==> src/uvsg_pkg.sv <==
// ----------------------------------------------------------------------------
// uvsg_pkg
// Shared constants, types and helpers of the sphere vertex generator.
// ----------------------------------------------------------------------------
package uvsg_pkg;

    localparam int ANGLE_BITS_DEF    = 16;
    localparam int MAX_DIVISIONS_DEF = 256;

    localparam int CNT_W  = 9;
    localparam int IDX_W  = 8;
    localparam int RAD_W  = 16;
    localparam int POS_W  = 17;
    localparam int NRM_W  = 16;
    localparam int VN_W   = 16;
    localparam int DEN_W  = 8;
    localparam int CFG_IDX_W  = 2;
    localparam int CFG_DATA_W = 16;

    localparam int FRONT_STAGES = 1;
    localparam int SIN_STAGES   = 7;
    localparam int COMP_STAGES  = 3;

    // register indexes
    localparam logic [CFG_IDX_W-1:0] CFG_RING_COUNT    = 2'd0;
    localparam logic [CFG_IDX_W-1:0] CFG_SECTOR_COUNT  = 2'd1;
    localparam logic [CFG_IDX_W-1:0] CFG_SPHERE_RADIUS = 2'd2;

    localparam logic [CNT_W-1:0] RING_COUNT_RST    = 9'd16;
    localparam logic [CNT_W-1:0] SECTOR_COUNT_RST  = 9'd32;
    localparam logic [RAD_W-1:0] SPHERE_RADIUS_RST = 16'd256;

    // taylor terms of sin(pi/2*u), q30
    localparam logic [30:0] SIN_C0 = 31'd1686629713;
    localparam logic [30:0] SIN_C1 = 31'd693598669;
    localparam logic [30:0] SIN_C2 = 31'd85569309;
    localparam logic [30:0] SIN_C3 = 31'd5026997;
    localparam logic [30:0] SIN_C4 = 31'd172272;

    localparam logic signed [NRM_W-1:0] NEG_ONE_Q15 = 16'sh8000;

    typedef logic [NRM_W-1:0] q15_t;

    function automatic logic [CNT_W-1:0] clamp_count(input logic [CNT_W-1:0] c,
                                                     input logic [CNT_W-1:0] maxc);
        logic [CNT_W-1:0] r;
        r = c;
        if (c < 9'd2) r = 9'd2;
        else if (c > maxc) r = maxc;
        return r;
    endfunction

endpackage

==> src/uvsg_div.sv <==
// ----------------------------------------------------------------------------
// uvsg_div
// Pipelined restoring divider, one quotient bit per stage.
// ----------------------------------------------------------------------------
module uvsg_div #(
    parameter int DW = uvsg_pkg::ANGLE_BITS_DEF + 8
) (
    input  logic                        aclk,
    input  logic [DW-1:0]               en,
    input  logic [DW-1:0]               num,
    input  logic [uvsg_pkg::DEN_W-1:0]  den,
    output logic [DW-1:0]               quot
);
    import uvsg_pkg::*;

    logic [DW-1:0]    num_reg  [DW];
    logic [DW-1:0]    quot_reg [DW];
    logic [DEN_W-1:0] rem_reg  [DW];
    logic [DEN_W-1:0] den_reg  [DW];

    for (genvar k = 0; k < DW; k++) begin : g_stage
        logic [DW-1:0]    num_in, quot_in, quot_next;
        logic [DEN_W-1:0] rem_in, den_in, rem_next;
        logic [DEN_W:0]   trial;
        logic             ge;

        if (k == 0) begin : g_first
            assign num_in  = num;
            assign quot_in = '0;
            assign rem_in  = '0;
            assign den_in  = den;
        end else begin : g_rest
            assign num_in  = num_reg[k-1];
            assign quot_in = quot_reg[k-1];
            assign rem_in  = rem_reg[k-1];
            assign den_in  = den_reg[k-1];
        end

        always_comb begin
            trial = {rem_in, num_in[DW-1-k]};
            ge    = trial >= {1'b0, den_in};
            rem_next = ge ? DEN_W'(trial - {1'b0, den_in}) : trial[DEN_W-1:0];
            quot_next = quot_in;
            quot_next[DW-1-k] = ge;
        end

        always_ff @(posedge aclk) begin
            if (en[k]) begin
                num_reg[k]  <= num_in;
                quot_reg[k] <= quot_next;
                rem_reg[k]  <= rem_next;
                den_reg[k]  <= den_in;
            end
        end
    end

    assign quot = quot_reg[DW-1];

endmodule

==> config.mk <==
export PLATFORM = sky130hd
export DESIGN_NAME = uvsg_div
export DESIGN_NICKNAME = d
export VERILOG_FILES = /design/src/uvsg_pkg.sv /design/src/uvsg_div.sv
export SDC_FILE = /design/constraint.sdc
export NUM_CORES = 1
export LEC_CHECK = 0
export ABC_CLOCK_PERIOD_IN_PS = 5050
export BUFFER_PORTS_ARGS = -buffer_cell sky130_fd_sc_hd__buf_2
export CAP_MARGIN = 10
export CELL_PAD_IN_SITES_DETAIL_PLACEMENT = 2
export CELL_PAD_IN_SITES_GLOBAL_PLACEMENT = 2
export CORE_ASPECT_RATIO = 0.6
export CORE_MARGIN = 3
export CORE_UTILIZATION = 30
export DETAILED_ROUTE_END_ITERATION = 8
export PLACE_DENSITY = 0.63
export SETUP_SLACK_MARGIN = 0.4
export SLEW_MARGIN = 0
export SYNTH_ARGS = -nofsm -noshare
export SYNTH_HDL_FRONTEND = slang
export SYNTH_SLANG_ARGS = --single-unit
==> constraint.sdc <==
create_clock -name aclk -period 5.05 [get_ports aclk]
set_clock_uncertainty 0.1 [all_clocks]
set_input_delay 0.7575 -clock aclk [delete_from_list [all_inputs] [get_ports aclk]]
set_output_delay 0.7575 -clock aclk [all_outputs]
set_load 0.005 [all_outputs]
==> flow_summary_export.csv <==
group,metric,value,unit
clock_network,cts-buffers-inserted,93,
detailed_routing,routed_via_density,4.74,
timing,tightestPinTransition,1230,ps
setup_path,r2r_setup_slack,1900,ps
logic_synthesis,synth_edf_count,944,
global_route,overflow,0,
die,core_area,0.128,sq mm
detailed_routing,routedWlPerCell,23.8,um
timing,slew_viol_final,0,
setup_path,rr_worst_depth,7,
placed_design,port_buffers,80,
placed_design,place_congestion,0.799,
die,die_x,471,um
setup_path,cp.required,5380,ps
timing,period_needed,3150,ps
clock_network,cts_tree,"done",
cells_and_area,largest_reg_flops,300,
setup_path,r2r_start,"den_reg[1][25]",
detailed_routing,antenna_left,0,
timing,max_slew_margin,0.180,
cells_and_area,multiInputGateArea,0.00955,sq mm
outcome,status,"completed",
setup_path,cp_max_fo,8,
clock_network,clk_path_buf_depth,3,
placed_design,place_hpwl,71400,um
setup_path,start_kind,"flop",
cells_and_area,mostFrequentLayoutCell,"edfxtp_1",
global_route,first_global_vias,22700,
detailed_routing,vias,20300,
clock_network,ctsRootBufferMaster,"clkbuf_16",
power_and_ir_drop,leakagePower,16.5,nW
die,die_y,285,um
global_route,grt_antenna_before_repair,6,
run,maxCapViolations,0,
setup_path,crit_start,"den_reg[1][25]",
clock_network,htreeDepth,3,
global_route,grt_pass1_wl,154000,um
setup_path,r2r-end,"rem_reg[1][34]",
timing,rsz0062_at_grt,"false",
logic_synthesis,syn_inst,2350,
setup_path,crit_type,"flop to flop",
logic_synthesis,ys.flop_type,"edfxtp_1",
timing,fmax,318,MHz
die,boundaryPins,81,
clock_network,insertion_delay,690,ps
detailed_routing,drcViolationCount,0,
die,core.rowCount,101,
detailed_routing,wl,102000,um
cells_and_area,drive_above_1_share,0.141,
cells_and_area,finalNonFillerCells,4290,
clock_network,cts.hold.buffers_added,0,
clock_network,cts.sinks,944,
die,die_area,0.134,sq mm
cells_and_area,nNetsFinal,2778,
clock_network,clk_pin_slew_worst_paths,70,ps
die,initial_core_util,0.305,
worst_hold_path,hp-class,"input pin to flop",
logic_synthesis,ys_types,47,
logic_synthesis,synth_fp_nets,2615,
setup_path,worstSetupEndpoint,"rem_reg[1][34]",
global_route,grt_max_degree,41,
logic_synthesis,syn_area,0.0389,sq mm
cells_and_area,fillers,12900,
clock_network,cts_resized,0,
logic_synthesis,ys_warn_count,0,
timing,tns,0,ps
power_and_ir_drop,p_per_area,555,mW/mm^2
timing,hold_viol,0,
logic_synthesis,synth-seq-cells,944,
cells_and_area,seq_area,0.0283,sq mm
logic_synthesis,ys_seq_area_frac,0.729,
timing,setup_viol_count_final,0,
global_route,grt_usage,0.152,
logic_synthesis,avgSynthCellArea,16.6,sq um
setup_path,cp-end-kind,"flop",
detailed_routing,dr.pass1.iters,5,
detailed_routing,dr.first_iter.drc_count,1283,
logic_synthesis,synthArstFlopShare,0,
timing,fin_crit_sh,0.623,
cells_and_area,syn_to_final_growth,14.5,%
clock_network,cts_setup_buffers,0,
power_and_ir_drop,irDropWorstVdd,0.311,mV
setup_path,crit_arrival,3480,ps
cells_and_area,final_cell_mix,"944 x edfxtp_1, 249 x inv_1, 186 x ha_1",
placed_design,placedCellCount,4115,
-- how the worst min path moves through the flow --
stage / slack, ps / cells past startpoint / from / endpoint
after floorplan: 300 / 0 / num_reg[0][76] / num_reg[0][100]
after CTS: 60 / 1 / num[12] / num_reg[0][12]
after global placement: 300 / 0 / num_reg[0][136] / num_reg[0][160]
after global routing: 90 / 1 / num[21] / num_reg[0][21]
after detailed placement: 310 / 0 / quot_reg[1][95] / quot_reg[1][119]
final: 140 / 1 / num[11] / num_reg[0][11]
-- metrics by stage --
stage,hold WS [ps],area (sq um),util,total power [mW],setup slack [ps]
after global routing,92.0,44500,0.349,26.0,1870
after floorplan,300,38900,-,15.2,2570
final,145,44500,0.349,24.7,1900
after detailed placement,305,41400,0.324,17.5,2100
after global placement,300,41400,0.324,16.9,2190
after CTS,63.4,44500,0.349,25.0,1970
-- logic make-up after synthesis --
group | after synthesis | share of synthesized area
DFF | 944 | 0.729
xor gates and xnor gates | 79 | 0.0178
and+or+nand+nor | 314 | 0.0427
muxes | 181 | 0.0504
adders and majority gates | 208 | 0.0711
buffers and inverters | 264 | 0.0259
AOI/OAI and AO/OA | 360 | 0.0635
-- area by class of cell --
class                           count  area share
Inverter                          249      0.0210
Tap cell                         1699      0.0477
Timing Repair Buffer               83      0.0101
Clock inverter                     63      0.0161
Antenna cell                        1   0.0000562
Clock buffer                      109      0.0541
Sequential cell                   944       0.636
Multi-Input combinational cell   1142       0.215
-- worst max-delay path, cell delays in order, from the launching register on --
cell,delay (ps)
edfxtp_1,460
inv_1,70
ha_1,320
nor2b_1,190
o21ai_2,280
a31oi_1,180
a2111oi_4,840
mux2_2,440
-- cell usage after synthesis, types with 17 or more instances --
master	instances	area, sq um
nand2b_1	41	257
edfxtp_1	944	28300
o211ai_1	17	128
nand2_1	29	109
nor2_1	95	357
a21boi_0	25	188
a21oi_1	76	380
ha_1	186	2330
o21a_1	26	195
o31a_1	21	184
a211oi_1	19	143
nand3_1	40	200
nor2b_1	42	263
o21ai_0	81	405
mux2i_1	61	611
mux2_2	120	1350
xor2_1	19	166
fa_1	22	440
a21o_1	43	323
xnor2_1	60	526
inv_1	249	935
-- metal layers --
metal,GRT usage,up-vias,routed length (um)
li1,-,9234,-
met1,0.222,10600,50000
met2,0.236,365,46400
met3,0.0250,130,3800
met4,0.0389,0,2160
met5,0,-,0
-- power by group --
group	switching [mW]	leakage [nW]	internal, mW
combinational	3.62	5.78	2.86
clock	3.13	1.53	4.15
sequential	0.736	9.20	10.2
total	7.49	16.5	17.2
Note: power is estimated with default switching activity, not from simulation.
