**config.mk**
```make
export PLATFORM = sky130hd
export DESIGN_NAME = uvsg_comp
export DESIGN_NICKNAME = d
export VERILOG_FILES = /design/src/uvsg_pkg.sv /design/src/uvsg_comp.sv
export SDC_FILE = /design/constraint.sdc
export NUM_CORES = 2
export LEC_CHECK = 0
export BUFFER_PORTS_ARGS = -buffer_cell sky130_fd_sc_hd__buf_4
export CAP_MARGIN = 20
export CORE_MARGIN = 5
export CORE_UTILIZATION = 35
export CTS_CLUSTER_SIZE = 14
export DETAILED_ROUTE_END_ITERATION = 10
export PLACE_DENSITY = 0.48
export SLEW_MARGIN = 20
export SYNTH_ARGS = -nofsm -noshare
export SYNTH_HDL_FRONTEND = slang
export SYNTH_SLANG_ARGS = --single-unit
export TNS_END_PERCENT = 1
```
**constraint.sdc**
```tcl
create_clock -name aclk -period 14.1 [get_ports aclk]
set_input_delay 2.82 -clock aclk [delete_from_list [all_inputs] [get_ports aclk]]
set_output_delay 2.82 -clock aclk [all_outputs]
set_load 0.01 [all_outputs]
```
**src/uvsg_pkg.sv**
```systemverilog
// ----------------------------------------------------------------------------
// uvsg_pkg
// Shared constants, types and helpers of the sphere vertex generator.
// ----------------------------------------------------------------------------
package uvsg_pkg;

    localparam int ANGLE_BITS_DEF    = 16;
    localparam int MAX_DIVISIONS_DEF = 256;

    localparam int CNT_W  = 9;
    localparam int IDX_W  = 8;
    localparam int RAD_W  = 16;
    localparam int POS_W  = 17;
    localparam int NRM_W  = 16;
    localparam int VN_W   = 16;
    localparam int DEN_W  = 8;
    localparam int CFG_IDX_W  = 2;
    localparam int CFG_DATA_W = 16;

    localparam int FRONT_STAGES = 1;
    localparam int SIN_STAGES   = 7;
    localparam int COMP_STAGES  = 3;

    // register indexes
    localparam logic [CFG_IDX_W-1:0] CFG_RING_COUNT    = 2'd0;
    localparam logic [CFG_IDX_W-1:0] CFG_SECTOR_COUNT  = 2'd1;
    localparam logic [CFG_IDX_W-1:0] CFG_SPHERE_RADIUS = 2'd2;

    localparam logic [CNT_W-1:0] RING_COUNT_RST    = 9'd16;
    localparam logic [CNT_W-1:0] SECTOR_COUNT_RST  = 9'd32;
    localparam logic [RAD_W-1:0] SPHERE_RADIUS_RST = 16'd256;

    // taylor terms of sin(pi/2*u), q30
    localparam logic [30:0] SIN_C0 = 31'd1686629713;
    localparam logic [30:0] SIN_C1 = 31'd693598669;
    localparam logic [30:0] SIN_C2 = 31'd85569309;
    localparam logic [30:0] SIN_C3 = 31'd5026997;
    localparam logic [30:0] SIN_C4 = 31'd172272;

    localparam logic signed [NRM_W-1:0] NEG_ONE_Q15 = 16'sh8000;

    typedef logic [NRM_W-1:0] q15_t;

    function automatic logic [CNT_W-1:0] clamp_count(input logic [CNT_W-1:0] c,
                                                     input logic [CNT_W-1:0] maxc);
        logic [CNT_W-1:0] r;
        r = c;
        if (c < 9'd2) r = 9'd2;
        else if (c > maxc) r = maxc;
        return r;
    endfunction

endpackage

```
**src/uvsg_comp.sv**
```systemverilog
// ----------------------------------------------------------------------------
// uvsg_comp
// One vertex component: q30 direction product, scaled position and normal.
// ----------------------------------------------------------------------------
module uvsg_comp (
    input  logic                               aclk,
    input  logic [uvsg_pkg::COMP_STAGES-1:0]   en,
    input  logic signed [uvsg_pkg::NRM_W-1:0]  fac_a,
    input  logic signed [uvsg_pkg::NRM_W-1:0]  fac_b,
    input  logic [uvsg_pkg::RAD_W-1:0]         radius,
    output logic signed [uvsg_pkg::POS_W-1:0]  pos,
    output logic signed [uvsg_pkg::NRM_W-1:0]  nrm
);
    import uvsg_pkg::*;

    logic signed [31:0] prod_next;
    logic [31:0]        mag_full;
    logic [29:0]        mag;
    logic [45:0]        scaled_next;
    logic [30:0]        nm_sum;
    logic [15:0]        nm_raw;
    logic [14:0]        nm_next;
    logic [45:0]        pm_sum;
    logic [POS_W-1:0]   pm;

    logic signed [31:0] prod_reg;
    logic [45:0]        scaled_reg;
    logic [14:0]        nm_reg;
    logic               neg_reg, zero_reg;
    logic signed [POS_W-1:0] pos_reg;
    logic signed [NRM_W-1:0] nrm_reg;

    always_comb begin
        prod_next   = 32'(fac_a) * 32'(fac_b);
        mag_full    = prod_reg[31] ? 32'(-prod_reg) : 32'(prod_reg);
        mag         = mag_full[29:0];
        scaled_next = 46'(radius) * 46'(mag);
        nm_sum      = 31'(mag) + 31'd16384;
        nm_raw      = 16'(nm_sum >> 15);
        nm_next     = (nm_raw > 16'd32767) ? 15'h7fff : nm_raw[14:0];
        pm_sum      = scaled_reg + (46'd1 << 29);
        pm          = POS_W'(pm_sum >> 30);
    end

    always_ff @(posedge aclk) begin
        if (en[0]) begin
            prod_reg <= prod_next;
        end
        if (en[1]) begin
            scaled_reg <= scaled_next;
            nm_reg     <= nm_next;
            neg_reg    <= prod_reg[31];
            zero_reg   <= (radius == '0);
        end
        if (en[2]) begin
            if (zero_reg) begin
                pos_reg <= '0;
                nrm_reg <= '0;
            end else if (neg_reg) begin
                pos_reg <= $signed(POS_W'(0) - pm);
                nrm_reg <= -$signed({1'b0, nm_reg});
            end else begin
                pos_reg <= $signed(pm);
                nrm_reg <= $signed({1'b0, nm_reg});
            end
        end
    end

    assign pos = pos_reg;
    assign nrm = nrm_reg;

endmodule

```
==> results.yml <==
grt:
  grt_max_degree: 35
  grt_usage_pct: 17.5
  grt_pass1_vias: 23200
  grt_pass1_wl_microns: 125000
  grt_overflow: 0
  antenna_found_initial: 0
logic_synthesis:
  syn-cell-area_sq_um: 29000
  synth-seq-cells: 98
  avgSynthCellArea_sq_um: 9.37
  netlist-cell-type-count: 71
  synth_edf_count: 98
  synth_ff_type: "edfxtp_1"
  synth_area_leader_cell: "fa_1"
  ys_seq_area_share_pct: 10.1
  synthArstFlopShare_pct: 0
  syn_inst: 3096
  synth_nets: 4001
  yosysWarningCount: 0
  synth.area.top_cells: "fa_1 (45%), edfxtp_1 (10%), inv_1 (8.9%), ha_1 (8.7%), and2_1 (6.3%)"
  yosysTopAreaCellShare_pct: 44.9
setup_path:
  critPathRequiredTime_ps: 14230
  path_max_fanout: 31
  crit_chain: "buf_4 -> nand2_1 -> fa_1 -> inv_1 -> fa_1 -> inv_1 -> fa_1 -> fa_1 -> inv_1 -> fa_1 -> inv_1 -> fa_1 -> inv_1 -> ha_1 -> a21oi_1 -> nand2_1 -> a2111oi_0 -> a2111oi_0 -> buf_4 -> nor3_1 -> o211ai_1 -> a31oi_1 -> xnor2_1"
  max_stage_delay_ps: 570
  rr_startpoint: "prod_reg[5]$_DFFE_PP_"
  startpoint: "radius[10]"
  cp-start-kind: "input pin"
  cp_common_cell: "fa_1"
  crit_arrival_ps: 9070
  critical_path_class: "in2reg"
  end_kind: "flip-flop"
  crit_path_top_delay_cell: "fa_1"
sta:
  rsz0062_at_grt: "no"
  worstMarginPinSlew_ps: 964
  tns_ps: 0
  setup_viol: 0
  fin_skew_ps: 15.4
  fin_crit_sh_pct: 63.4
  max_freq_mhz: 112
  fin_crit_ps: 8940
  hold_violations: 0
  drv_slew: 0
  slew_headroom_pct: 35.7
cts:
  ctsHoldBuffers: 0
  postCtsSetupBuffers: 0
  numCtsBuffers: 9
  clock_latency_ps: 380
  cts.sinks: 98
  clockRootBuffer: "clkbuf_16"
  htreeDepth: 3
  ctsResizeCount: 0
  cts_buffer_depth: 2
  cts_tree: "done"
  clk_pin_slew_ps: 70
routing:
  viasPerCell: 4.89
  ant_nets: 0
  vias: 20400
  routed_wl_microns: 75000
  drtIter0Drc: 943
  first_pass_iters: 5
  drc_errors: 0
  wl_per_cell_microns: 18.0
placement:
  place.gp.congestion: 0.834
  dp_cells: 4150
  hpwl_microns: 58200
  io_buffers: 84
hold_path:
  min_from: "nm_reg[3]$_SDFFCE_PN1P_"
  hold_path_class: "reg2reg"
final_layout:
  largest_reg_flops: 31
  final_layout_size_suffix_gt1_share_pct: 5.46
  layoutNonFillerInstCount: 4165
  n_antenna_cell: 0
  fin_nets: 3996
  area_delta_synth_final_pct: 7.24
flow_run:
  maxCapViolCount: 0
status:
  status: "finished clean"
floorplanning:
  start_util_pct: 35.3
  io-pin-count: 85
  fp.dieH_microns: 298
  die_w_microns: 298
  core_area_sq_um: 82100
  dieArea_sq_um: 88700
  num_rows: 105
## through the flow
step | utilization (%) | setup slack, ps | hold slack [ps] | area [sq um]
finish | 37.9 | 5160 | 618 | 31100
global route | 37.9 | 4630 | 682 | 31100
CTS | 37.9 | 5170 | 624 | 31100
detailed placement | 37.5 | 4760 | 607 | 30800
global placement | 37.5 | 4820 | 621 | 30800
floorplan | - | 5440 | 532 | 29000
## routing by layer
layer	vias to the layer above	global-route usage (%)	share of wire, %
li1	9253	-	-
met1	10500	23.5	44
met2	486	29.6	48
met3	118	2.47	4.9
met4	0	5.36	3.0
met5	-	0	0
## area by class of cell
| cell class | count | area (sq um) |
|---|---|---|
| fill | 8331 | 51000 |
| multi-input combinational | 2178 | 23100 |
| sequential | 98 | 2940 |
| inverter | 688 | 2580 |
| tap | 1070 | 1340 |
| timing repair buffer | 116 | 871 |
| clock buffer | 9 | 225 |
| clock inverter | 6 | 65.1 |
## Yosys cell counts (all sizes together), types with 30 or more instances
cell and count:
and2 301, nor2 68, nand2 466, xor2 39
fa 651, edfxtp 98, ha 202, inv 688
clkbuf 125, nand3 30, o21ai 46, a21oi 49
xnor2 88
## cell usage in the layout (no fill, tap or decap), types with 18 or more instances in the layout
| cell | synthesis | routed |
|---|---|---|
| inv_1 | 688 | 688 |
| o31ai_1 | 19 | 19 |
| edfxtp_1 | 98 | 98 |
| nand2_1 | 466 | 466 |
| nand3_1 | 30 | 30 |
| a21oi_1 | 49 | 49 |
| ha_1 | 202 | 202 |
| buf_4 | 1 | 116 |
| xnor2_1 | 88 | 73 |
| nand2b_1 | 20 | 20 |
| xor2_1 | 39 | 39 |
| o21ai_0 | 42 | 42 |
| fa_1 | 651 | 651 |
| nor3_1 | 18 | 18 |
| nor2_1 | 68 | 68 |
| and2_1 | 292 | 292 |
## logic make-up (layout without fill, tap and decap cells)
| kind of cell | count (synthesis) | count (layout) | share of synthesized area [%] |
|---|---|---|---|
| AND/OR/NAND/NOR | 980 | 980 | 16.6 |
| adder cells (fa/ha/maj) | 853 | 853 | 53.6 |
| buffers and inverters | 820 | 819 | 10.8 |
| AO/OA/AOI/OAI | 212 | 212 | 4.86 |
| XOR/XNOR | 127 | 127 | 3.83 |
| flip-flops | 98 | 98 | 10.1 |
| multiplexers | 6 | 6 | 0.211 |
## worst max-delay path, delay by kind of cell
kind	cells	cell delay (ps)
AO/OA/AOI/OAI	5	1260
XOR/XNOR	1	90
adder cells (fa/ha/maj)	7	3330
buffers and inverters	7	840
AND/OR/NAND/NOR	3	700
## final timing paths
path / end / cells past startpoint / slack, ps
min: nrm[3]$_SDFFCE_PP0P_ / 2 / 620
max: scaled_reg[45]$_DFFE_PP_ / 23 / 5160
max reg2reg: scaled_reg[45]$_DFFE_PP_ / 25 / 5490
min reg2reg: nrm[3]$_SDFFCE_PP0P_ / 2 / 620
Power is not shown: default switching activity piles up to over one toggle a cycle in this logic, so the estimate is an artifact.
