### config.mk
export PLATFORM = sky130hd
export DESIGN_NAME = uvsg_front
export DESIGN_NICKNAME = d
export VERILOG_FILES = /design/src/uvsg_pkg.sv /design/src/uvsg_front.sv
export SDC_FILE = /design/constraint.sdc
export NUM_CORES = 1
export LEC_CHECK = 0
export ABC_AREA = 1
export BUFFER_PORTS_ARGS = -buffer_cell sky130_fd_sc_hd__buf_2
export CORE_MARGIN = 2
export CORE_UTILIZATION = 60
export DETAILED_ROUTE_END_ITERATION = 6
export MAX_ROUTING_LAYER = met4
export PLACE_DENSITY = 0.87
export SYNTH_ARGS = -nofsm -noshare
export SYNTH_HDL_FRONTEND = slang
export SYNTH_SLANG_ARGS = --single-unit
### constraint.sdc
create_clock -name aclk -period 18 [get_ports aclk]
set_input_delay 3.6 -clock aclk [delete_from_list [all_inputs] [get_ports aclk]]
set_output_delay 3.6 -clock aclk [all_outputs]
set_load 0.01 [all_outputs]
### src/uvsg_pkg.sv
// ----------------------------------------------------------------------------
// uvsg_pkg
// Shared constants, types and helpers of the sphere vertex generator.
// ----------------------------------------------------------------------------
package uvsg_pkg;

    localparam int ANGLE_BITS_DEF    = 16;
    localparam int MAX_DIVISIONS_DEF = 256;

    localparam int CNT_W  = 9;
    localparam int IDX_W  = 8;
    localparam int RAD_W  = 16;
    localparam int POS_W  = 17;
    localparam int NRM_W  = 16;
    localparam int VN_W   = 16;
    localparam int DEN_W  = 8;
    localparam int CFG_IDX_W  = 2;
    localparam int CFG_DATA_W = 16;

    localparam int FRONT_STAGES = 1;
    localparam int SIN_STAGES   = 7;
    localparam int COMP_STAGES  = 3;

    // register indexes
    localparam logic [CFG_IDX_W-1:0] CFG_RING_COUNT    = 2'd0;
    localparam logic [CFG_IDX_W-1:0] CFG_SECTOR_COUNT  = 2'd1;
    localparam logic [CFG_IDX_W-1:0] CFG_SPHERE_RADIUS = 2'd2;

    localparam logic [CNT_W-1:0] RING_COUNT_RST    = 9'd16;
    localparam logic [CNT_W-1:0] SECTOR_COUNT_RST  = 9'd32;
    localparam logic [RAD_W-1:0] SPHERE_RADIUS_RST = 16'd256;

    // taylor terms of sin(pi/2*u), q30
    localparam logic [30:0] SIN_C0 = 31'd1686629713;
    localparam logic [30:0] SIN_C1 = 31'd693598669;
    localparam logic [30:0] SIN_C2 = 31'd85569309;
    localparam logic [30:0] SIN_C3 = 31'd5026997;
    localparam logic [30:0] SIN_C4 = 31'd172272;

    localparam logic signed [NRM_W-1:0] NEG_ONE_Q15 = 16'sh8000;

    typedef logic [NRM_W-1:0] q15_t;

    function automatic logic [CNT_W-1:0] clamp_count(input logic [CNT_W-1:0] c,
                                                     input logic [CNT_W-1:0] maxc);
        logic [CNT_W-1:0] r;
        r = c;
        if (c < 9'd2) r = 9'd2;
        else if (c > maxc) r = maxc;
        return r;
    endfunction

endpackage

### src/uvsg_front.sv
// ----------------------------------------------------------------------------
// uvsg_front
// Count clamping, index saturation, dividend setup and vertex number.
// ----------------------------------------------------------------------------
module uvsg_front #(
    parameter int ANGLE_BITS    = uvsg_pkg::ANGLE_BITS_DEF,
    parameter int MAX_DIVISIONS = uvsg_pkg::MAX_DIVISIONS_DEF,
    parameter int DW            = ANGLE_BITS + 8
) (
    input  logic                        aclk,
    input  logic                        en,
    input  logic [uvsg_pkg::CNT_W-1:0]  ring_count,
    input  logic [uvsg_pkg::CNT_W-1:0]  sector_count,
    input  logic [uvsg_pkg::IDX_W-1:0]  ring_index,
    input  logic [uvsg_pkg::IDX_W-1:0]  sector_index,
    output logic [DW-1:0]               pol_num,
    output logic [DW-1:0]               az_num,
    output logic [uvsg_pkg::DEN_W-1:0]  pol_den,
    output logic [uvsg_pkg::DEN_W-1:0]  az_den,
    output logic [uvsg_pkg::VN_W-1:0]   vertex_number
);
    import uvsg_pkg::*;

    logic [CNT_W-1:0] rc, sc, rd9, sd9;
    logic [IDX_W-1:0] ri, si;
    logic [16:0]      vn_full;

    logic [DW-1:0]    pol_num_reg, az_num_reg;
    logic [DEN_W-1:0] pol_den_reg, az_den_reg;
    logic [VN_W-1:0]  vn_reg;

    always_comb begin
        rc  = clamp_count(ring_count, CNT_W'(MAX_DIVISIONS));
        sc  = clamp_count(sector_count, CNT_W'(MAX_DIVISIONS));
        rd9 = rc - 9'd1;
        sd9 = sc - 9'd1;
        ri  = ({1'b0, ring_index} > rd9) ? rd9[IDX_W-1:0] : ring_index;
        si  = ({1'b0, sector_index} > sd9) ? sd9[IDX_W-1:0] : sector_index;
        vn_full = 17'(ri) * 17'(sc) + 17'(si);
    end

    always_ff @(posedge aclk) begin
        if (en) begin
            pol_num_reg <= (DW'(ri) << (ANGLE_BITS - 1)) + DW'(rd9[DEN_W-1:1]);
            az_num_reg  <= (DW'(si) << ANGLE_BITS) + DW'(sd9[DEN_W-1:1]);
            pol_den_reg <= rd9[DEN_W-1:0];
            az_den_reg  <= sd9[DEN_W-1:0];
            vn_reg      <= vn_full[VN_W-1:0];
        end
    end

    assign pol_num       = pol_num_reg;
    assign az_num        = az_num_reg;
    assign pol_den       = pol_den_reg;
    assign az_den        = az_den_reg;
    assign vertex_number = vn_reg;

endmodule

==> insert_results.sql <==
INSERT INTO impl_metrics (metric_group, metric, value, unit) VALUES
('run_status', 'run_status', 'complete, no violations', ''),
('global_routing', 'grt_usage', '25.7', '%'),
('floorplan', 'chip_height', '98.5', 'um'),
('logic_synthesis', 'synthesized_netlist_cell_count', '629', ''),
('logic_synthesis', 'syn-mean-instance-area', '8.52', 'um^2'),
('cts', 'cts-root-to-sink-buffers', '2', ''),
('detailed_routing', 'post_route_drc', '0', ''),
('sta', 'final.setup.tns', '0', 'ns'),
('placed_design', 'buffer_ports.inserted', '97', ''),
('worst_setup_path', 'worstPathBufferInverterCount', '10', ''),
('layout', 'n_antenna_cell', '0', ''),
('global_routing', 'antenna_found_initial', '0', ''),
('logic_synthesis', 'yosys-top-cells-area', 'sky130_fd_sc_hd__edfxtp_1 (27%), sky130_fd_sc_hd__fa_1 (18%), sky130_fd_sc_hd__ha_1 (12%)', ''),
('logic_synthesis', 'synth_warnings', '0', ''),
('worst_setup_path', 'worstPathRequired', '18.07', 'ns'),
('global_routing', 'first_global_vias', '4497', ''),
('logic_synthesis', 'yosys.area.top_type_share', '26.9', '%'),
('layout', 'num-nets-final', '852', ''),
('cts', 'cts.root.buffer_cell', 'sky130_fd_sc_hd__clkbuf_8', ''),
('worst_setup_path', 'critical_path.top_delay_family', 'adder cells', ''),
('detailed_routing', 'wire_per_inst', '14.1', 'um'),
('sta', 'final.hold.worst_slack', '3.63', 'ns'),
('layout', 'layout.cells.most_common', 'sky130_fd_sc_hd__inv_1', ''),
('cts', 'cts.sink_count', '48', ''),
('power_and_ir_drop', 'power.clock.fraction', '15.5', '%'),
('layout', 'most-common-layout-cells', 'sky130_fd_sc_hd__inv_1 (145), sky130_fd_sc_hd__nand2_1 (105), sky130_fd_sc_hd__buf_2 (97)', ''),
('logic_synthesis', 'synth_simple_gate_area_share', '17.8', '%'),
('logic_synthesis', 'yosys-mux-area-fraction', '0', '%'),
('logic_synthesis', 'synth.yosys.seq_area_share', '26.9', '%'),
('cts', 'cts.repair_timing.setup_buffer_count', '0', ''),
('logic_synthesis', 'yosysUniqueCellTypes', '35', ''),
('worst_setup_path', 'kind_of_capture_point_of_the_worst_setup_path', 'flop', ''),
('floorplan', 'floorplan.core_area', '0.00868', 'mm^2'),
('sta', 'finalMaxSlewViolations', '0', ''),
('sta', 'timing_hold_violations_final', '0', ''),
('layout', 'finish.utilization', '68.2', '%'),
('cts', 'cts_buffers', '5', ''),
('placed_design', 'post-dp-hpwl', '9520', 'um'),
('layout', 'largest_register_ff_count', '16', ''),
('cts', 'tritoncts', 'yes', ''),
('floorplan', 'design.die.area', '0.00970', 'mm^2'),
('detailed_routing', 'remaining_antenna_violation_count_after_routing', '0', ''),
('run', 'timing.max_cap.violations', '0', ''),
('detailed_routing', 'detail_route.iter0.violations', '170', ''),
('power_and_ir_drop', 'swShare', '42.8', '%'),
('worst_setup_path', 'crit_fanout', '16', ''),
('sta', 'finalCritPeriodShare', '63.9', '%'),
('logic_synthesis', 'synthesized_area_fraction_occupied_by_xor_and_xnor_cells', '3.27', '%'),
('worst_hold_path', 'timing.hold.worst_path_depth', '3', ''),
('floorplan', 'num_io_pins', '116', ''),
('floorplan', 'initial_cell_density_of_the_core', '61.7', '%'),
('floorplan', 'placementRows', '34', ''),
('cts', 'hold_buffers', '0', ''),
('power_and_ir_drop', 'static-leakage-power', '3.27', 'nW'),
('worst_setup_path', 'crit_arrival', '11.57', 'ns'),
('detailed_routing', 'route.vias.total', '4300', ''),
('global_routing', 'grt_remaining_overflow', '0', ''),
('power_and_ir_drop', 'seq_power_share', '27.3', '%'),
('power_and_ir_drop', 'internal-power', '0.000361', 'W'),
('sta', 'setup_repair_after_global_routing_missed_its_margin', 'no', ''),
('power_and_ir_drop', 'combinationalPowerShare', '57.2', '%'),
('sta', 'final.setup.worst_slack', '6.51', 'ns'),
('layout', 'n_fill_cell', '699', ''),
('sta', 'finalCriticalPeriod', '11.49', 'ns'),
('sta', 'setup_viol', '0', ''),
('power_and_ir_drop', 'total_power', '0.000631', 'W'),
('layout', 'post_route_cells_drive_above_1_share', '21.9', '%'),
('power_and_ir_drop', 'switching_power', '0.000270', 'W'),
('global_routing', 'grt_pass1_wl', '19600', 'um'),
('logic_synthesis', 'ys_ff_latch', '48', ''),
('layout', 'area.growth.synth_to_final', '10.4', '%');
## synth_stat cells
cell type                   count
sky130_fd_sc_hd__a2111oi_0      1
sky130_fd_sc_hd__a21oi_1       14
sky130_fd_sc_hd__a21oi_2        1
sky130_fd_sc_hd__a31oi_1        2
sky130_fd_sc_hd__buf_4         32
sky130_fd_sc_hd__buf_6          2
sky130_fd_sc_hd__conb_1         1
sky130_fd_sc_hd__edfxtp_1      48
sky130_fd_sc_hd__fa_1          49
sky130_fd_sc_hd__ha_1          51
sky130_fd_sc_hd__inv_1        145
sky130_fd_sc_hd__inv_2         18
sky130_fd_sc_hd__nand2_1      105
sky130_fd_sc_hd__nand2_2       10
sky130_fd_sc_hd__nand2_4        1
sky130_fd_sc_hd__nand3_1       19
sky130_fd_sc_hd__nand3_2        2
sky130_fd_sc_hd__nand3b_1       1
sky130_fd_sc_hd__nand4_1        3
sky130_fd_sc_hd__nand4_2        1
sky130_fd_sc_hd__nor2_1        67
sky130_fd_sc_hd__nor2_2         4
sky130_fd_sc_hd__nor3_1         3
sky130_fd_sc_hd__nor3_2         2
sky130_fd_sc_hd__nor3b_2        1
sky130_fd_sc_hd__o21a_1         1
sky130_fd_sc_hd__o21ai_0       10
sky130_fd_sc_hd__o21ai_1        1
sky130_fd_sc_hd__o21ai_2        9
sky130_fd_sc_hd__o21ai_4        2
sky130_fd_sc_hd__o21bai_1       1
sky130_fd_sc_hd__o2bb2ai_1      1
sky130_fd_sc_hd__or2_2          1
sky130_fd_sc_hd__xnor2_1        6
sky130_fd_sc_hd__xor2_1        14
## kinds of logic (layout without fill, tap and decap cells)
kind of cell	Yosys count	count (layout)
AO/OA/AOI/OAI	43	43
flip-flops	48	48
adder cells (fa/ha/maj)	100	100
buffers and inverters	197	268
other	1	18
XOR/XNOR	20	20
AND/OR/NAND/NOR	220	220
## power by group through the flow
stage | logic (W) | clock network (W) | registers (W)
6_report | 0.000361 | 0.0000978 | 0.000172
5_1_grt | 0.000415 | 0.000103 | 0.000174
3_5_place_dp | 0.000357 | 0 | 0.000175
2_1_floorplan | 0.000256 | 0 | 0.000190
3_3_place_gp | 0.000339 | 0 | 0.000174
4_1_cts | 0.000361 | 0.0000993 | 0.000173
## cell type report
cell class                 instances  area, um^2  share of cell area (%)
multi-input combinational        401        3100                    52.5
sequential                        48        1440                    24.4
inverter                         163         612                    10.3
timing repair buffer              97         485                    8.21
tap                              108         135                    2.28
clock buffer                       5        68.8                    1.16
clock inverter                     3        68.8                    1.16
## per-stage QoR
stage	instances	area [um^2]
finish	825	5920
global placement	817	5780
floorplan	646	5420
CTS	825	5920
detailed placement	817	5780
global route	825	5920
## worst max-delay path by stage
stage,start,to,slack [ns],depth (start not counted)
floorplan,sector_count[6],vertex_number[15]$_DFFE_PP_,7.66,44
global placement,sector_count[6],vertex_number[15]$_DFFE_PP_,6.97,44
detailed placement,sector_count[6],vertex_number[15]$_DFFE_PP_,6.29,44
CTS,sector_count[6],vertex_number[15]$_DFFE_PP_,6.60,44
global route,sector_count[6],vertex_number[15]$_DFFE_PP_,5.90,44
finish,sector_count[6],vertex_number[15]$_DFFE_PP_,6.51,44
## per-layer routing
layer	track usage, %	part of all wire (%)	up-vias	routed length (um)
li1	-	-	2040	-
met1	27.9	38	2036	4460
met2	47.4	54	187	6240
met3	2.98	4.9	37	570
met4	11.2	3.1	0	357
met5	-	0	-	0
Power figures use the tool's default switching activity.
